==> src/sv/assert_macros.svh <==
// assertion macros shared by the trace record parser modules
`ifndef ASSERT_MACROS_SVH
`define ASSERT_MACROS_SVH

// same-cycle implication, checked at every rising clock edge outside reset
`define TPR_ASSERT_SAME(label, ante, cons, msg) \
   label: assert property (@(posedge clock) disable iff (reset) (ante) |-> (cons)) \
      else $error(msg);

// next-cycle implication, checked at every rising clock edge outside reset
`define TPR_ASSERT_NEXT(label, ante, cons, msg) \
   label: assert property (@(posedge clock) disable iff (reset) (ante) |=> (cons)) \
      else $error(msg);

`endif

==> src/sv/tpr_pkg.sv <==
// shared types and constants of the trace record parser
package tpr_pkg;

   localparam int CHAR_W          = 7;
   localparam int DATA_W          = 64;
   localparam int SIZE_W          = 32;
   localparam int HEX_TERM_W      = 7;
   localparam int DEC_TERM_W      = 8;
   localparam int ADDR_WIDTH_DEF  = 64;
   localparam int QUEUE_DEPTH_DEF = 4;

   localparam logic [CHAR_W-1:0] CH_TAB     = 7'h09;
   localparam logic [CHAR_W-1:0] CH_NEWLINE = 7'h0A;
   localparam logic [CHAR_W-1:0] CH_CR      = 7'h0D;
   localparam logic [CHAR_W-1:0] CH_SPACE   = 7'h20;
   localparam logic [CHAR_W-1:0] CH_ZERO    = 7'h30;
   localparam logic [CHAR_W-1:0] CH_NINE    = 7'h39;
   localparam logic [CHAR_W-1:0] CASE_MASK  = 7'h5F;
   // 'A' minus ten
   localparam logic [CHAR_W-1:0] HEX_ALPHA_BASE = 7'h37;

   typedef struct packed {
      logic                         at_end;
      logic                         is_ws;
      logic                         is_nl;
      logic [CHAR_W-1:0]            ch;
      logic signed [HEX_TERM_W-1:0] hex_term;
      logic signed [DEC_TERM_W-1:0] dec_term;
   } beat_type;

endpackage

==> src/sv/tpr_front.sv <==
// front end: classifies each text byte into a decoded beat
module tpr_front (
   input  logic [tpr_pkg::CHAR_W-1:0] char_in,
   input  logic                       at_end,
   output tpr_pkg::beat_type          beat
);

   logic [tpr_pkg::DEC_TERM_W-1:0] wide_ch;
   logic [tpr_pkg::DEC_TERM_W-1:0] hex_wide;

   always_comb begin
      wide_ch = {1'b0, char_in};
      if (char_in <= tpr_pkg::CH_NINE) begin
         hex_wide = wide_ch - {1'b0, tpr_pkg::CH_ZERO};
      end else begin
         hex_wide = {1'b0, char_in & tpr_pkg::CASE_MASK} - {1'b0, tpr_pkg::HEX_ALPHA_BASE};
      end

      beat.at_end   = at_end;
      beat.is_ws    = (char_in == tpr_pkg::CH_SPACE) ||
                      ((char_in >= tpr_pkg::CH_TAB) && (char_in <= tpr_pkg::CH_CR));
      beat.is_nl    = (char_in == tpr_pkg::CH_NEWLINE);
      beat.ch       = char_in;
      beat.hex_term = hex_wide[tpr_pkg::HEX_TERM_W-1:0];
      beat.dec_term = wide_ch - {1'b0, tpr_pkg::CH_ZERO};
   end

endmodule

==> src/sv/tpr_queue.sv <==
// short beat queue between the front end and the record builder
`include "assert_macros.svh"

module tpr_queue #(
   parameter int DEPTH = tpr_pkg::QUEUE_DEPTH_DEF
) (
   input  logic              clock,
   input  logic              reset,
   input  logic              in_valid,
   output logic              in_stall,
   input  tpr_pkg::beat_type in_beat,
   output logic              out_valid,
   input  logic              out_pop,
   output tpr_pkg::beat_type out_beat
);

   localparam int PTR_W = $clog2(DEPTH);
   localparam int CNT_W = $clog2(DEPTH + 1);

   tpr_pkg::beat_type entries_ff [DEPTH];
   logic [PTR_W-1:0]  wr_ptr_ff, wr_ptr_in;
   logic [PTR_W-1:0]  rd_ptr_ff, rd_ptr_in;
   logic [CNT_W-1:0]  count_ff, count_in;
   logic              push;
   logic              pop;

   assign in_stall  = reset || (count_ff == CNT_W'(DEPTH));
   assign out_valid = (count_ff != '0);
   assign out_beat  = entries_ff[rd_ptr_ff];
   assign push      = in_valid && !in_stall;
   assign pop       = out_pop && out_valid;

   always_comb begin
      wr_ptr_in = wr_ptr_ff;
      rd_ptr_in = rd_ptr_ff;
      count_in  = count_ff;
      if (push) begin
         wr_ptr_in = (wr_ptr_ff == PTR_W'(DEPTH - 1)) ? '0 : wr_ptr_ff + 1'b1;
      end
      if (pop) begin
         rd_ptr_in = (rd_ptr_ff == PTR_W'(DEPTH - 1)) ? '0 : rd_ptr_ff + 1'b1;
      end
      if (push && !pop) begin
         count_in = count_ff + 1'b1;
      end else if (pop && !push) begin
         count_in = count_ff - 1'b1;
      end
   end

   always_ff @(posedge clock) begin
      if (reset) begin
         wr_ptr_ff <= '0;
         rd_ptr_ff <= '0;
         count_ff  <= '0;
      end else begin
         wr_ptr_ff <= wr_ptr_in;
         rd_ptr_ff <= rd_ptr_in;
         count_ff  <= count_in;
      end
   end

   always_ff @(posedge clock) begin
      if (push) begin
         entries_ff[wr_ptr_ff] <= in_beat;
      end
   end

   `TPR_ASSERT_NEXT(a_fill_up, push && !pop, count_ff == $past(count_ff) + 1'b1, "queue fill lost a beat")
   `TPR_ASSERT_NEXT(a_drain_down, pop && !push, count_ff == $past(count_ff) - 1'b1, "queue drain miscounted")

endmodule

==> src/sv/tpr_back.sv <==
// back end: builds records from decoded beats and holds the result register
`include "assert_macros.svh"

module tpr_back #(
   parameter int ADDR_WIDTH = tpr_pkg::ADDR_WIDTH_DEF
) (
   input  logic                               clock,
   input  logic                               reset,
   input  logic                               beat_valid,
   output logic                               beat_pop,
   input  tpr_pkg::beat_type                  beat,
   output logic                               rsp_valid,
   input  logic                               rsp_stall,
   output logic [tpr_pkg::DATA_W-1:0]         rsp_pc,
   output logic [tpr_pkg::DATA_W-1:0]         rsp_addr,
   output logic [tpr_pkg::CHAR_W-1:0]         rsp_op,
   output logic signed [tpr_pkg::SIZE_W-1:0]  rsp_size,
   output logic                               rsp_record_ok
);

   typedef enum logic [3:0] {
      PH_IDLE,
      PH_PC_WS,
      PH_PC_TOK,
      PH_AD_WS,
      PH_AD_TOK,
      PH_OP_WS,
      PH_SZ_WS,
      PH_SZ_TOK,
      PH_SKIP
   } phase_type;

   phase_type                         phase_ff, phase_in, cur_phase;
   logic [ADDR_WIDTH-1:0]             pc_acc_ff, pc_acc_in;
   logic [ADDR_WIDTH-1:0]             addr_acc_ff, addr_acc_in;
   logic [tpr_pkg::CHAR_W-1:0]        op_reg_ff, op_reg_in;
   logic [tpr_pkg::SIZE_W-1:0]        size_acc_ff, size_acc_in;
   logic                              rsp_valid_ff, rsp_valid_in;
   logic [tpr_pkg::DATA_W-1:0]        rsp_pc_ff, rsp_addr_ff;
   logic [tpr_pkg::CHAR_W-1:0]        rsp_op_ff;
   logic [tpr_pkg::SIZE_W-1:0]        rsp_size_ff;
   logic                              rsp_record_ok_ff;
   logic                              out_free;
   logic                              emit;
   logic [ADDR_WIDTH-1:0]             hex_ext;
   logic [ADDR_WIDTH-1:0]             pc_fold;
   logic [ADDR_WIDTH-1:0]             addr_fold;
   logic [tpr_pkg::SIZE_W-1:0]        size_fold;

   assign out_free = !rsp_valid_ff || !rsp_stall;
   assign beat_pop = beat_valid && out_free;

   always_comb begin
      hex_ext   = {{(ADDR_WIDTH - tpr_pkg::HEX_TERM_W){beat.hex_term[tpr_pkg::HEX_TERM_W-1]}},
                   beat.hex_term};
      pc_fold   = {pc_acc_ff[ADDR_WIDTH-5:0], 4'h0} | hex_ext;
      addr_fold = {addr_acc_ff[ADDR_WIDTH-5:0], 4'h0} | hex_ext;
      size_fold = {size_acc_ff[tpr_pkg::SIZE_W-4:0], 3'b000}
                + {size_acc_ff[tpr_pkg::SIZE_W-2:0], 1'b0}
                + {{(tpr_pkg::SIZE_W - tpr_pkg::DEC_TERM_W){beat.dec_term[tpr_pkg::DEC_TERM_W-1]}},
                   beat.dec_term};

      cur_phase   = (phase_ff == PH_IDLE) ? PH_PC_WS : phase_ff;
      phase_in    = phase_ff;
      pc_acc_in   = pc_acc_ff;
      addr_acc_in = addr_acc_ff;
      op_reg_in   = op_reg_ff;
      size_acc_in = size_acc_ff;
      emit        = 1'b0;

      if (beat_pop) begin
         if (beat.at_end) begin
            emit     = (phase_ff != PH_IDLE);
            phase_in = PH_IDLE;
         end else begin
            phase_in = cur_phase;
            unique case (cur_phase)
               PH_PC_WS: begin
                  if (!beat.is_ws) begin
                     pc_acc_in = pc_fold;
                     phase_in  = PH_PC_TOK;
                  end
               end
               PH_PC_TOK: begin
                  if (beat.is_ws) begin
                     phase_in = PH_AD_WS;
                  end else begin
                     pc_acc_in = pc_fold;
                  end
               end
               PH_AD_WS: begin
                  if (!beat.is_ws) begin
                     addr_acc_in = addr_fold;
                     phase_in    = PH_AD_TOK;
                  end
               end
               PH_AD_TOK: begin
                  if (beat.is_ws) begin
                     phase_in = PH_OP_WS;
                  end else begin
                     addr_acc_in = addr_fold;
                  end
               end
               PH_OP_WS: begin
                  if (!beat.is_ws) begin
                     op_reg_in = beat.ch;
                     phase_in  = PH_SZ_WS;
                  end
               end
               PH_SZ_WS: begin
                  if (!beat.is_ws) begin
                     size_acc_in = size_fold;
                     phase_in    = PH_SZ_TOK;
                  end
               end
               PH_SZ_TOK: begin
                  if (beat.is_nl) begin
                     emit = 1'b1;
                  end else if (beat.is_ws) begin
                     phase_in = PH_SKIP;
                  end else begin
                     size_acc_in = size_fold;
                  end
               end
               PH_SKIP: begin
                  if (beat.is_nl) begin
                     emit = 1'b1;
                  end
               end
               default: begin
                  phase_in = PH_PC_WS;
               end
            endcase
         end
      end

      // end of record or end of trace starts over
      if (beat_pop && (emit || beat.at_end)) begin
         phase_in    = PH_IDLE;
         pc_acc_in   = '0;
         addr_acc_in = '0;
         op_reg_in   = '0;
         size_acc_in = '0;
      end

      if (emit) begin
         rsp_valid_in = 1'b1;
      end else if (rsp_stall) begin
         rsp_valid_in = rsp_valid_ff;
      end else begin
         rsp_valid_in = 1'b0;
      end
   end

   always_ff @(posedge clock) begin
      if (reset) begin
         phase_ff     <= PH_IDLE;
         pc_acc_ff    <= '0;
         addr_acc_ff  <= '0;
         op_reg_ff    <= '0;
         size_acc_ff  <= '0;
         rsp_valid_ff <= 1'b0;
      end else begin
         phase_ff     <= phase_in;
         pc_acc_ff    <= pc_acc_in;
         addr_acc_ff  <= addr_acc_in;
         op_reg_ff    <= op_reg_in;
         size_acc_ff  <= size_acc_in;
         rsp_valid_ff <= rsp_valid_in;
         if (emit) begin
            rsp_pc_ff        <= tpr_pkg::DATA_W'(pc_acc_ff);
            rsp_addr_ff      <= tpr_pkg::DATA_W'(addr_acc_ff);
            rsp_op_ff        <= op_reg_ff;
            rsp_size_ff      <= size_acc_ff;
            rsp_record_ok_ff <= (op_reg_ff != '0) || (size_acc_ff != '0);
         end
      end
   end

   assign rsp_valid     = rsp_valid_ff;
   assign rsp_pc        = rsp_pc_ff;
   assign rsp_addr      = rsp_addr_ff;
   assign rsp_op        = rsp_op_ff;
   assign rsp_size      = rsp_size_ff;
   assign rsp_record_ok = rsp_record_ok_ff;

   `TPR_ASSERT_NEXT(a_end_clears, beat_pop && beat.at_end, phase_ff == PH_IDLE && pc_acc_ff == '0 && size_acc_ff == '0, "end of trace left parser state behind")
   `TPR_ASSERT_SAME(a_ok_flag, rsp_valid_ff, rsp_record_ok_ff == (rsp_op_ff != '0 || rsp_size_ff != '0), "record ok flag disagrees with op and size")
   `TPR_ASSERT_SAME(a_hold_pop, rsp_valid_ff && rsp_stall, !beat_pop, "beat taken while result register is blocked")

endmodule

==> src/sv/trace_record_parser_top.sv <==
// trace record parser top level: text bytes in, parsed trace records out
//
// req channel: one beat per text byte (req_char_in), or an end marker
//   (req_at_end high) that flushes a partial record and restarts the parser.
// rsp channel: one beat per record (pc, addr, op, size, record_ok), sent
//   when the newline after the size token or an end marker is processed.
// a beat moves when valid is high and stall is low at a rising clock edge.
// throughput: one byte per cycle while neither req_stall nor rsp_stall holds;
//   the front end only decodes, the back end updates its state per byte.
// the byte closing a record is first written into the beat queue; the builder
//   then pops it and loads the result register, from which the record leaves.
// a beat queue of QUEUE_DEPTH entries sits between decode and builder;
//   req_stall rises when the queue is full.
// when rsp_stall holds while a record waits, the result register keeps it and the
//   builder stops; the queue keeps taking bytes until it fills.
// reset (synchronous) empties the queue, drops any pending result and
//   returns the parser to idle; req_stall is high during reset.
module trace_record_parser_top #(
   parameter int ADDR_WIDTH  = tpr_pkg::ADDR_WIDTH_DEF,
   parameter int QUEUE_DEPTH = tpr_pkg::QUEUE_DEPTH_DEF
) (
   input  logic                              clock,
   input  logic                              reset,
   input  logic                              req_valid,
   output logic                              req_stall,
   input  logic [tpr_pkg::CHAR_W-1:0]        req_char_in,
   input  logic                              req_at_end,
   output logic                              rsp_valid,
   input  logic                              rsp_stall,
   output logic [tpr_pkg::DATA_W-1:0]        rsp_pc,
   output logic [tpr_pkg::DATA_W-1:0]        rsp_addr,
   output logic [tpr_pkg::CHAR_W-1:0]        rsp_op,
   output logic signed [tpr_pkg::SIZE_W-1:0] rsp_size,
   output logic                              rsp_record_ok
);

   tpr_pkg::beat_type dec_beat;
   tpr_pkg::beat_type q_beat;
   logic              q_valid;
   logic              q_pop;

   tpr_front u_front (
      .char_in (req_char_in),
      .at_end  (req_at_end),
      .beat    (dec_beat)
   );

   tpr_queue #(
      .DEPTH (QUEUE_DEPTH)
   ) u_queue (
      .clock     (clock),
      .reset     (reset),
      .in_valid  (req_valid),
      .in_stall  (req_stall),
      .in_beat   (dec_beat),
      .out_valid (q_valid),
      .out_pop   (q_pop),
      .out_beat  (q_beat)
   );

   tpr_back #(
      .ADDR_WIDTH (ADDR_WIDTH)
   ) u_back (
      .clock         (clock),
      .reset         (reset),
      .beat_valid    (q_valid),
      .beat_pop      (q_pop),
      .beat          (q_beat),
      .rsp_valid     (rsp_valid),
      .rsp_stall     (rsp_stall),
      .rsp_pc        (rsp_pc),
      .rsp_addr      (rsp_addr),
      .rsp_op        (rsp_op),
      .rsp_size      (rsp_size),
      .rsp_record_ok (rsp_record_ok)
   );

endmodule

==> config.mk <==
export PLATFORM = sky130hd
export DESIGN_NAME = trace_record_parser_top
export DESIGN_NICKNAME = d
export VERILOG_FILES = /design/src/sv/tpr_pkg.sv /design/src/sv/tpr_front.sv /design/src/sv/tpr_queue.sv /design/src/sv/tpr_back.sv /design/src/sv/trace_record_parser_top.sv
export VERILOG_INCLUDE_DIRS = /design/src /design/src/sv
export SDC_FILE = /design/constraint.sdc
export NUM_CORES = 1
export LEC_CHECK = 0
export CAP_MARGIN = 20
export CELL_PAD_IN_SITES_DETAIL_PLACEMENT = 1
export CELL_PAD_IN_SITES_GLOBAL_PLACEMENT = 1
export CORE_MARGIN = 1.5
export CORE_UTILIZATION = 25
export DETAILED_ROUTE_END_ITERATION = 16
export DONT_BUFFER_PORTS = 1
export PLACE_DENSITY = 0.49
export SYNTH_ARGS = -nofsm -noshare
export SYNTH_HDL_FRONTEND = slang
export SYNTH_SLANG_ARGS = --single-unit
==> constraint.sdc <==
create_clock -name clock -period 23.9 [get_ports clock]
set_input_delay 3.585 -clock clock [delete_from_list [all_inputs] [get_ports clock]]
set_output_delay 3.585 -clock clock [all_outputs]
set_load 0.005 [all_outputs]
==> key figures, run 1 <==
Outcome
  – Run status: complete, no violations

Clock network
  – CTS tree: done
  – H-tree depth: 2
  – Cts repair resizes: 0
  – Clock sink count: 433
  – TritonCTS buffer count: 48
  – Clock tree buffer depth: 3
  – Setup bufs post-CTS: 0
  – Worst skew pair latency: 0.59 ns
  – Reg clk slew, reported paths: 0.06 ns
  – Root Driver: clkbuf_16
  – CTS Hold Bufs: 0

Power
  – Internal power: 1.484 mW
  – Worst VDD drop: 0.00005547 V
  – Switching pwr: 692.7 uW
  – Static leakage: 6.732 nW
  – Sw Share: 0.3183
  – PwrDens: 108.8 nW/um^2
  – Clk network pwr share: 0.334
  – Total chip power: 2.176 mW
  – Flop pwr share: 0.455
  – Combinational power share: 0.211

Yosys
  – Seq cells post-synth: 433
  – Library cells used by synthesis: 56
  – Post-synthesis mux area share: 0.03368
  – Largest family of logic cells by synthesized area: simple AND/OR/NAND/NOR gates
  – Post-Synth Simple-Gate Area: 0.1537
  – Primary FF master, synth: edfxtp_1
  – Post-synthesis xor/xnor area fraction: 0.01612
  – Synth top cells by count: edfxtp_1, nor3_1, dfxtp_1
  – Mapped cell area: 17390 sq um
  – Most common cell in the synthesized netlist: edfxtp_1
  – Synth top area share: 0.4352
  – Synth area leaders: edfxtp_1, dfxtp_1, nor3_1, fa_1, nor2_1
  – Yosys warns: 0
  – Area fraction in compound gates after synthesis: 0.06167
  – Synth Area in Adders: 0.06692
  – EDFF count, synth: 252
  – Sequential area share after synthesis: 0.6436
  – Synthesized instance count: 1429
  – Mapped Nets: 1516
  – Most area-hungry cell type in the Yosys netlist: edfxtp_1
  – Syn avg cell area: 12.17 sq um
  – Asr flop ratio synth: 0

STA
  – Sum Neg Setup Slack: 0 ns
  – Worst Tran Pin Value: 1.024 ns
  – Setup-failing EPs final: 0
  – Tcrit/Tclk final: 0.3193
  – Slew headroom: 0.3175
  – Min Hold Slack: 0.4327 ns
  – Min cycle time layout: 7.631 ns
  – RSZ-0062 raised after global routing: no
  – Fin. Hold Viols: 0
  – Fin Clk Skew: 0.02280 ns
  – Slew Viols, Final: 0
  – F_max: 0.1310 GHz

Final layout
  – Multi-input combinational cell area: 5813 sq um
  – Area grow syn2layout: 15.01%
  – Nets@finish: 1505
  – Area taken by flip-flops and latches: 11190 sq um
  – Fill cells: 7495
  – Share of cells above drive strength 1: 0.08030
  – Inserted Diodes: 0
  – Non-Filler Instances: 2388
  – Final core utilization: 0.2911

Worst setup path
  – Reg2reg end: u_back.size_acc_ff[30]
  – R2R depth: 11
  – CP max stage delay: 0.29 ns
  – Crit path max-delay family: compound AO/OA/AOI/OAI gates
  – CP max FO: 12
  – Setup crit end kind: output port
  – Worst path required time: 20.32 ns
  – Worst-path cell chain: a21oi_1 -> inv_1
  – Reg-to-reg setup timing slack: 19.10 ns
  – Setup CP Type: in -> out
  – Startpoint Class: primary input
  – Critical-path top delay cell: a21oi_1
  – WP buf/inv: 1
  – WP data arrival: 4.05 ns

Worst hold path
  – WHS Endpoint: u_back.rsp_pc[63]
  – Tightest Hold Check Type: reg -> reg
  – Hold path start: u_back.pc_acc_ff[63]
  – Hold Path Cell Cnt: 0

GRT
  – Gr usage total: 0.1276
  – First-pass GRT wire length: 70500 um
  – Initial antenna violation count: 0
  – Pin count of the biggest net entering global routing: 89
  – Total grt overflow: 0
  – Vias in the first global route: 11250

Floorplan
  – Die ar.: 71140 sq um
  – IO Count: 182
  – Die Span Y: 266.7 um
  – Core outline area: 68710 sq um
  – Initial Util: 0.2531
  – Row count: 96
  – Die Width: 266.7 um

Run
  – Max_cap viols: 0

Routing
  – Drt initial violations: 668
  – Mean number of vias per cell: 4.511
  – DR pass1 iterations: 4
  – Via count of the routed design: 10770
  – Detail Route Antenna Nets: 0
  – Routed WL: 45270 um
  – DR WL/cell: 18.96 um
  – DRC viols: 0

Placed design
  – DPL Wire Length: 29520 um
  – Final GP Congestion: 0.7983
  – Inst Count DP: 2297
  – Port Buffers: 0
[flip-flops by register name, summed over array words and instances, names as in the netlist, named ones only]
name	flops
u_queue.rd_ptr_ff	2
u_back.rsp_size	32
u_back.rsp_addr	64
u_queue.wr_ptr_ff	2
u_queue.count_ff	3
u_back.addr_acc_ff	64
u_back.pc_acc_ff	64
u_back.rsp_record_ok	1
u_back.rsp_valid	1
u_back.op_reg_ff	7
u_back.size_acc_ff	32
u_back.phase_ff	4
u_back.rsp_pc	64
u_back.rsp_op	7
u_queue.entries_ff	84
[routing by layer]
layer  up-vias  track usage  part of all wire
met5         -            0                 0
met4         0      0.03409             0.018
met3        52      0.02915             0.046
met2       168       0.2095              0.48
met1      5370       0.1685              0.46
li1       5183            -                 -
[placed cells by master, fill, tap and decap left out, types with 3 or more instances in the layout]
master / Yosys / final
edfxtp_1: 252 / 252
nor3_1: 249 / 249
dfxtp_1: 181 / 181
nor2_1: 159 / 159
nand2_1: 92 / 91
a21oi_1: 75 / 75
clkbuf_16: 0 / 49
ha_1: 45 / 45
o21ai_0: 39 / 39
fa_1: 30 / 30
inv_1: 26 / 26
mux4_2: 21 / 20
xor2_1: 18 / 18
buf_4: 1 / 16
xnor2_1: 14 / 14
clkbuf_1: 53 / 13
nor4_1: 12 / 12
nand3_1: 11 / 11
clkinv_1: 1 / 10
nand4_1: 10 / 10
a21o_1: 10 / 10
mux2i_1: 9 / 9
and3_1: 8 / 8
o21bai_1: 8 / 8
o21a_1: 8 / 7
a31oi_1: 6 / 6
a22o_1: 6 / 6
o31ai_1: 5 / 5
a211oi_1: 6 / 5
or3_1: 5 / 5
nand2b_1: 6 / 5
clkinv_2: 0 / 4
clkbuf_8: 0 / 4
and2_1: 4 / 3
nand4b_1: 3 / 3
nor2b_1: 3 / 3
o211ai_1: 3 / 3
o41ai_1: 3 / 3
bufinv_16: 0 / 3
clkinvlp_4: 0 / 3
[stage by stage]
step / cell area (sq um) / worst slack [ns]
floorplan: 17390 / 6.485
global placement: 18390 / 16.28
detailed placement: 18390 / 16.23
CTS: 19950 / 16.23
global route: 20000 / 16.18
finish: 20000 / 16.27
[layout make-up]
type,instances,share of cell area
inverters,27,0.005068
clock buffers,66,0.06651
clock inverters,23,0.01151
repair buffers,18,0.008384
multi-input cells,890,0.2907
well taps,931,0.05825
flip-flops and latches,433,0.5596
[cell families after synthesis]
| logic type | after synthesis |
|---|---|
| flops | 433 |
| buf+inv | 106 |
| simple gates | 572 |
| compound gates | 179 |
| xor+xnor | 32 |
| fa+ha+maj | 75 |
| mux | 32 |
[worst max-delay path by stage]
stage / from / cells after the start / endpoint / slack (ns)
2_1_floorplan: rsp_stall / 4 / u_back.rsp_valid / 6.49
3_3_place_gp: reset / 2 / req_stall / 16.28
3_5_place_dp: reset / 2 / req_stall / 16.23
4_1_cts: reset / 2 / req_stall / 16.23
5_1_grt: reset / 2 / req_stall / 16.18
6_report: reset / 2 / req_stall / 16.27
[power groups by stage]
stage               sequential (mW)  combinational [mW]  clock (mW)
finish                        0.990               0.460       0.726
global route                   1.00               0.521       0.779
CTS                           0.996               0.470       0.754
detailed placement             1.01               0.468           0
global placement               1.01               0.460           0
floorplan                     0.999               0.341           0
No activity file was read; power rests on OpenSTA's default activity.
==> inputs of run 2 (changes only) <==
PLACE_DENSITY = 0.51   (was 0.49)
clock period = 6.7 ns   (was 23.9 ns; I/O delays follow)
==> run 2 against run 1 <==
  * Hold slack better by 0.0028 ns
  * Combinational power increased to 3.5 times the previous value
  * Critical endpoint is now u_back.size_acc_ff[30]
  * Clock-buffer cell count fell by 5
  * Die area unchanged
  * Flip-flop and latch count did not move
  * Highest routed layer unchanged
  * Largest power group unchanged
==> key figures, run 2 (synthesized netlist as in run 1, its figures left out) <==
Power
  – Static leakage: 6.729 nW (was 6.732 nW)
  – PwrDens: 389.3 nW/um^2 (was 108.8 nW/um^2)
  – Worst VDD drop: 0.0001873 V (was 0.00005547 V)

Routing
  – M1 wire length: 21060 um (was 20830 um)
  – Routed WL: 45790 um (was 45270 um)
  – DR top layer: met4 (unchanged)
  – DR WL/cell: 19.19 um (was 18.96 um)
  – Mean number of vias per cell: 4.578 (was 4.511)
  – DR pass1 iterations: 5 (was 4)
  – Drt initial violations: 547 (was 668)
  – Metal3 WL: 1958 um (was 2062 um)
  – DRC viols: 0 (unchanged)
  – Detail Route Antenna Nets: 0 (unchanged)
  – Via count of the routed design: 10920 (was 10770)
  – Met2 WL: 21530 um (was 21550 um)

Final layout
  – Most common cell after layout, fill and taps aside: edfxtp_1 (unchanged)
  – Final core utilization: 0.2906 (was 0.2911)
  – Fill cells: 7527 (was 7495)
  – Largest register FFs: 84 (unchanged)
  – Share of cells above drive strength 1: 0.08385 (was 0.08030)
  – Multi-input combinational cell area: 5813 sq um (unchanged)
  – Commonest non-fill, non-tap cells in the layout: edfxtp_1, nor3_1, dfxtp_1 (unchanged)
  – Area grow syn2layout: 14.82% (was 15.01%)
  – Inserted Diodes: 0 (unchanged)
  – Design Area, Final: 19970 sq um (was 20000 sq um)
  – Biggest register: u_queue.entries_ff (unchanged)
  – Area taken by flip-flops and latches: 11190 sq um (unchanged)
  – Nets@finish: 1504 (was 1505)

Worst setup path
  – WP data arrival: 4.73 ns (was 4.05 ns)
  – Reg2reg end: u_back.size_acc_ff[30] (unchanged)
  – Reg-to-reg setup timing slack: 2.44 ns (was 19.10 ns)
  – Startpoint Class: flip-flop (was primary input)
  – Setup CP Type: reg -> reg (was in -> out)
  – CP max FO: 20 (was 12)
  – Setup crit end kind: flip-flop (was output port)
  – R2R depth: 12 (was 11)
  – Worst path required time: 7.17 ns (was 20.32 ns)

Clock network
  – Root Driver: clkbuf_16 (unchanged)
  – CTS tree: done (unchanged)
  – Worst skew pair latency: 0.58 ns (was 0.59 ns)
  – TritonCTS buffer count: 46 (was 48)
  – H-tree depth: 2 (unchanged)
  – CTS Hold Bufs: 0 (unchanged)
  – Setup bufs post-CTS: 0 (unchanged)
  – Clock tree buffer depth: 3 (unchanged)
  – Clock sink count: 433 (unchanged)
  – Cts repair resizes: 0 (unchanged)
  – Reg clk slew, reported paths: 0.06 ns (about the same)

GRT
  – Vias in the first global route: 11340 (was 11250)
  – First-pass GRT wire length: 71130 um (was 70500 um)
  – Initial antenna violation count: 0 (unchanged)
  – Gr usage total: 0.1286 (was 0.1276)
  – Total grt overflow: 0 (unchanged)
  – Pin count of the biggest net entering global routing: 87 (was 89)

Placed design
  – DPL Wire Length: 30120 um (was 29520 um)
  – Placed inst area: 18410 sq um (was 18390 sq um)
  – Final GP Congestion: 0.8288 (was 0.7983)
  – Port Buffers: 0 (unchanged)

Floorplan
  – Die Span Y: 266.7 um (unchanged)
  – IO Count: 182 (unchanged)
  – Row count: 96 (unchanged)
  – Initial Util: 0.2531 (unchanged)
  – Die ar.: 71140 sq um (unchanged)
  – Die Width: 266.7 um (unchanged)
  – Core outline area: 68710 sq um (unchanged)

STA
  – Worst Tran Pin Value: 1.030 ns (was 1.024 ns)
  – Tcrit/Tclk final: 0.6365
  – Fin. Hold Viols: 0 (unchanged)
  – Sum Neg Setup Slack: 0 ns (unchanged)
  – F_max: 0.2345 GHz
  – Fin Clk Skew: 0.01077 ns (was 0.02280 ns)
  – RSZ-0062 raised after global routing: no (unchanged)
  – Slew headroom: 0.3136 (was 0.3175)
  – Min cycle time layout: 4.265 ns
  – Setup-failing EPs final: 0 (unchanged)
  – Slew Viols, Final: 0 (unchanged)

Outcome
  – Run status: complete, no violations (unchanged)

Run
  – Max_cap viols: 0 (unchanged)

Worst hold path
  – Tightest Hold Check Type: reg -> reg (unchanged)
  – WHS Endpoint: u_back.rsp_pc[60] (was u_back.rsp_pc[63])
  – Hold path start: u_back.pc_acc_ff[60] (was u_back.pc_acc_ff[63])
  – Hold Path Cell Cnt: 0 (unchanged)
-- run 2: changes by cell type in the layout (fill, tap and decap cells not counted) --
cell	change
clkinv_1	-4
buf_4	+3
clkbuf_1	-3
bufinv_16	+2
clkbuf_16	-2
clkinv_2	+2
clkinv_4	+2
buf_12	-1
buf_16	-1
clkinv_16	-1
clkinv_8	-1
clkinvlp_4	+1
inv_16	+1
-- run 2: cell type report --
type | instances | area share
flip-flops and latches | 433 | 0.5605
clock inverters | 25 | 0.01423
well taps | 931 | 0.05834
repair buffers | 19 | 0.007144
multi-input cells | 890 | 0.2912
clock buffers | 61 | 0.06355
inverters | 27 | 0.005076
-- run 2: worst max-delay path by stage --
stage | startpoint | endpoint | cells past startpoint
2_1_floorplan | rsp_stall | u_back.rsp_addr[0] | 3
4_1_cts | flip-flop | u_back.size_acc_ff[30] | 12
3_3_place_gp | flip-flop | u_back.size_acc_ff[30] | 12
3_5_place_dp | flip-flop | u_back.size_acc_ff[30] | 12
6_report | flip-flop | u_back.size_acc_ff[30] | 12
5_1_grt | flip-flop | u_back.size_acc_ff[30] | 12
-- run 2: layer usage --
layer  up-vias  GRT usage
met5         -          0
met4         0    0.04131
met3        67    0.02759
met2       184     0.2077
met1      5503     0.1712
li1       5168          -
-- run 2: critical path, stage by stage, from the launching register on --
cell and delay, ns:
dfxtp_1 0.35, buf_4 0.39, mux4_2 0.58, inv_1 0.10, fa_1 0.43, fa_1 0.45
nand2b_1 0.19, a21oi_1 0.23, o21ai_0 0.18, a21oi_1 0.44, o21ai_0 0.25, o21ai_0 0.22
mux2_2 0.35
-- run 2: metrics by stage --
step / hold WS (ns) / setup WS [ns] / std cells / power, mW
2_1_floorplan: 0.4090 / 0.4592 / 1429 / 4.720
3_3_place_gp: 0.4195 / 2.398 / 2300 / 5.231
3_5_place_dp: 0.4179 / 2.384 / 2300 / 5.267
4_1_cts: 0.4379 / 2.368 / 2386 / 7.939
5_1_grt: 0.4529 / 2.075 / 2386 / 8.229
6_report: 0.4355 / 2.435 / 2386 / 7.773
-- run 2: report_power, final --
part | total, mW | internal [mW] | leakage (nW) | switching (mW)
Combinational | 1.63 | 0.503 | 2.17 | 1.12
Clock | 2.61 | 1.54 | 0.749 | 1.08
Sequential | 3.53 | 3.27 | 3.81 | 0.262
Total | 7.77 | 5.31 | 6.73 | 2.46
==> inputs of run 3 (changes only) <==
PLACE_DENSITY = 0.49   (was 0.51)
clock period = 4 ns   (was 6.7 ns; I/O delays follow)
==> run 3 against run 2 <==
  * Via count grew 2.1%
  * Clock-buffer cell count rose by 8
  * Routed wire length is 4.0% higher
  * Clock power grew 71%
  * Non-clock buffer count grew 20
  * Cell count grew 0.96%
  * Flip-flop and latch count unchanged
  * Largest cell class unchanged
==> key figures, run 3 (synthesized netlist as in run 1, its figures left out) <==
Final layout
  – Design Area, Final: 20250 sq um (was 19970 sq um)
  – Fill cells: 7503 (was 7527)
  – Share of cells above drive strength 1: 0.09675 (was 0.08385)
  – Area grow syn2layout: 16.45% (was 14.82%)
  – Commonest non-fill, non-tap cells in the layout: edfxtp_1, nor3_1, dfxtp_1 (unchanged)
  – Multi-input combinational cell area: 5813 sq um (unchanged)
  – Nets@finish: 1526 (was 1504)
  – Area taken by flip-flops and latches: 11190 sq um (about the same)
  – Final core utilization: 0.2947 (was 0.2906)
  – Most common cell after layout, fill and taps aside: edfxtp_1 (unchanged)
  – Largest register FFs: 84 (unchanged)
  – Non-Filler Instances: 2409 (was 2386)
  – Biggest register: u_queue.entries_ff (unchanged)
  – Inserted Diodes: 0 (unchanged)

Clock network
  – Reg clk slew, reported paths: 0.06 ns (about the same)
  – CTS tree: done (unchanged)
  – Clock sink count: 433 (unchanged)
  – CTS Hold Bufs: 0 (unchanged)
  – Root Driver: clkbuf_16 (unchanged)
  – TritonCTS buffer count: 48 (was 46)
  – Clock tree buffer depth: 3 (unchanged)
  – H-tree depth: 2 (unchanged)
  – Worst skew pair latency: 0.60 ns (was 0.58 ns)

Routing
  – Drt initial violations: 564 (was 547)
  – Routed WL: 47640 um (was 45790 um)
  – DR WL/cell: 19.78 um (was 19.19 um)
  – DR pass1 iterations: 4 (was 5)
  – Via count of the routed design: 11150 (was 10920)
  – Mean number of vias per cell: 4.630 (was 4.578)
  – Detail Route Antenna Nets: 0 (unchanged)
  – DRC viols: 0 (unchanged)

Placed design
  – Placed inst area: 18630 sq um (was 18410 sq um)
  – DPL Wire Length: 31900 um (was 30120 um)
  – Final GP Congestion: 0.8374 (was 0.8288)
  – Inst Count DP: 2319 (was 2300)
  – Port Buffers: 0 (unchanged)

Worst setup path
  – Setup crit end kind: flip-flop (unchanged)
  – Startpoint Class: flip-flop (unchanged)
  – WP buf/inv: 2 (unchanged)
  – CP max stage delay: 0.56 ns (was 0.58 ns)
  – Crit path max-delay family: adder cells (was compound AO/OA/AOI/OAI gates)
  – Worst-path cell chain: mux4_2 -> buf_12 -> buf_4 -> fa_1 -> ha_1 -> o21ai_0 -> o21bai_1 -> nor4_1 -> or3_1 -> o211ai_1 -> xnor2_1 -> a21oi_1 (was buf_4 -> mux4_2 -> inv_1 -> fa_1 -> fa_1 -> nand2b_1 -> a21oi_1 -> o21ai_0 -> a21oi_1 -> o21ai_0 -> o21ai_0 -> mux2_2)
  – WP data arrival: 4.28 ns (was 4.73 ns)
  – Worst path required time: 4.45 ns (was 7.17 ns)
  – Setup CP Type: reg -> reg (unchanged)
  – CP max FO: 14 (was 20)
  – Critical-path top delay cell: mux4_2 (unchanged)

STA
  – Fin Clk Skew: 0.03355 ns (was 0.01077 ns)
  – Fin. Hold Viols: 0 (unchanged)
  – Tcrit/Tclk final: 0.9568 (was 0.6365)
  – Slew headroom: 0.2673 (was 0.3136)
  – Worst Tran Pin Value: 1.099 ns (was 1.030 ns)
  – Slew Viols, Final: 0 (unchanged)
  – RSZ-0062 raised after global routing: no (unchanged)
  – Setup-failing EPs final: 0 (unchanged)
  – Min cycle time layout: 3.827 ns (was 4.265 ns)
  – Sum Neg Setup Slack: 0 ns (unchanged)
  – F_max: 0.2613 GHz (was 0.2345 GHz)

Run
  – Max_cap viols: 0 (unchanged)

Floorplan
  – Core outline area: 68710 sq um (unchanged)
  – Initial Util: 0.2531 (unchanged)
  – Die Width: 266.7 um (unchanged)
  – Row count: 96 (unchanged)
  – Die Span Y: 266.7 um (unchanged)
  – IO Count: 182 (unchanged)
  – Die ar.: 71140 sq um (unchanged)

Power
  – Static leakage: 6.874 nW (was 6.729 nW)
  – Worst VDD drop: 0.0002905 V (was 0.0001873 V)
  – Internal power: 9.055 mW (was 5.308 mW)
  – Total chip power: 13.29 mW (was 7.773 mW)
  – Flop pwr share: 0.446 (was 0.454)
  – Sw Share: 0.3186 (was 0.3171)
  – Clk network pwr share: 0.336 (about the same)
  – PwrDens: 656.3 nW/um^2 (was 389.3 nW/um^2)
  – Switching pwr: 4.234 mW (was 2.464 mW)
  – Combinational power share: 0.217 (was 0.209)

GRT
  – Vias in the first global route: 11730 (was 11340)
  – Initial antenna violation count: 0 (unchanged)
  – Total grt overflow: 0 (unchanged)
  – Pin count of the biggest net entering global routing: 93 (was 87)
  – First-pass GRT wire length: 73280 um (was 71130 um)
  – Gr usage total: 0.1334 (was 0.1286)

Outcome
  – Run status: complete, no violations (unchanged)

Worst hold path
  – Tightest Hold Check Type: in -> reg (was reg -> reg)
[run 3: changes by cell type in the layout (fill, tap and decap cells not counted), sizes merged]
cell      change
inv           -3
bufinv        -1
clkinv        +1
buf          +20
clkinvlp      -2
clkbuf        +8
[run 3: final timing paths]
kind | startpoint | slack, ns | end | cells past startpoint
worst min-delay path | reset | 0.08 | u_queue.count_ff[2] | 1
worst min register to register | u_back.addr_acc_ff[60] | 0.43 | u_back.rsp_addr[60] | 0
worst max register to register | flip-flop | 0.17 | u_back.size_acc_ff[31] | 12
worst max-delay path | flip-flop | 0.17 | u_back.size_acc_ff[31] | 12
[run 3: per-stage QoR]
step                worst slack [ns]  hold WS [ns]
floorplan                     -1.851        0.4090
global placement              0.1799        0.4157
detailed placement            0.1267        0.4211
CTS                          0.06489       0.03053
global route                 0.02335       0.04739
finish                        0.1729       0.07779
[run 3: worst register-to-register path, stage by stage (launching register included)]
cell and delay, ns:
dfxtp_2 0.44, mux4_2 0.56, buf_12 0.17, buf_4 0.22
fa_1 0.48, ha_1 0.48, o21ai_0 0.16, o21bai_1 0.31
nor4_1 0.08, or3_1 0.39, o211ai_1 0.14, xnor2_1 0.18
a21oi_1 0.09
[run 3: power by group through the flow]
stage / Clock (mW) / Combinational, mW / Sequential, mW
2_1_floorplan: 0 / 2.05 / 5.86
3_3_place_gp: 0 / 2.89 / 6.04
3_5_place_dp: 0 / 2.95 / 6.05
4_1_cts: 4.63 / 2.96 / 5.96
5_1_grt: 4.77 / 3.27 / 6.01
6_report: 4.47 / 2.89 / 5.93
[run 3: repair_timing]
item	CTS	global route
buffers inserted	0	1
resized for setup	0	0
setup endpoints to repair	0	5
[run 3: final cells by class]
cell class / count / area share
sequential: 433 / 0.5527
inverter: 27 / 0.005005
tap: 931 / 0.05753
clock buffer: 69 / 0.06674
timing repair buffer: 39 / 0.01879
clock inverter: 20 / 0.01211
multi-input combinational: 890 / 0.2871
[run 3: per-layer routing]
layer  vias to the layer above  wire length, um  track usage
met5                         -                0            0
met1                      5664            21840       0.1771
met3                        72             1920      0.02648
li1                       5230                -            -
met4                         0             1136      0.03839
met2                       187            22740       0.2195
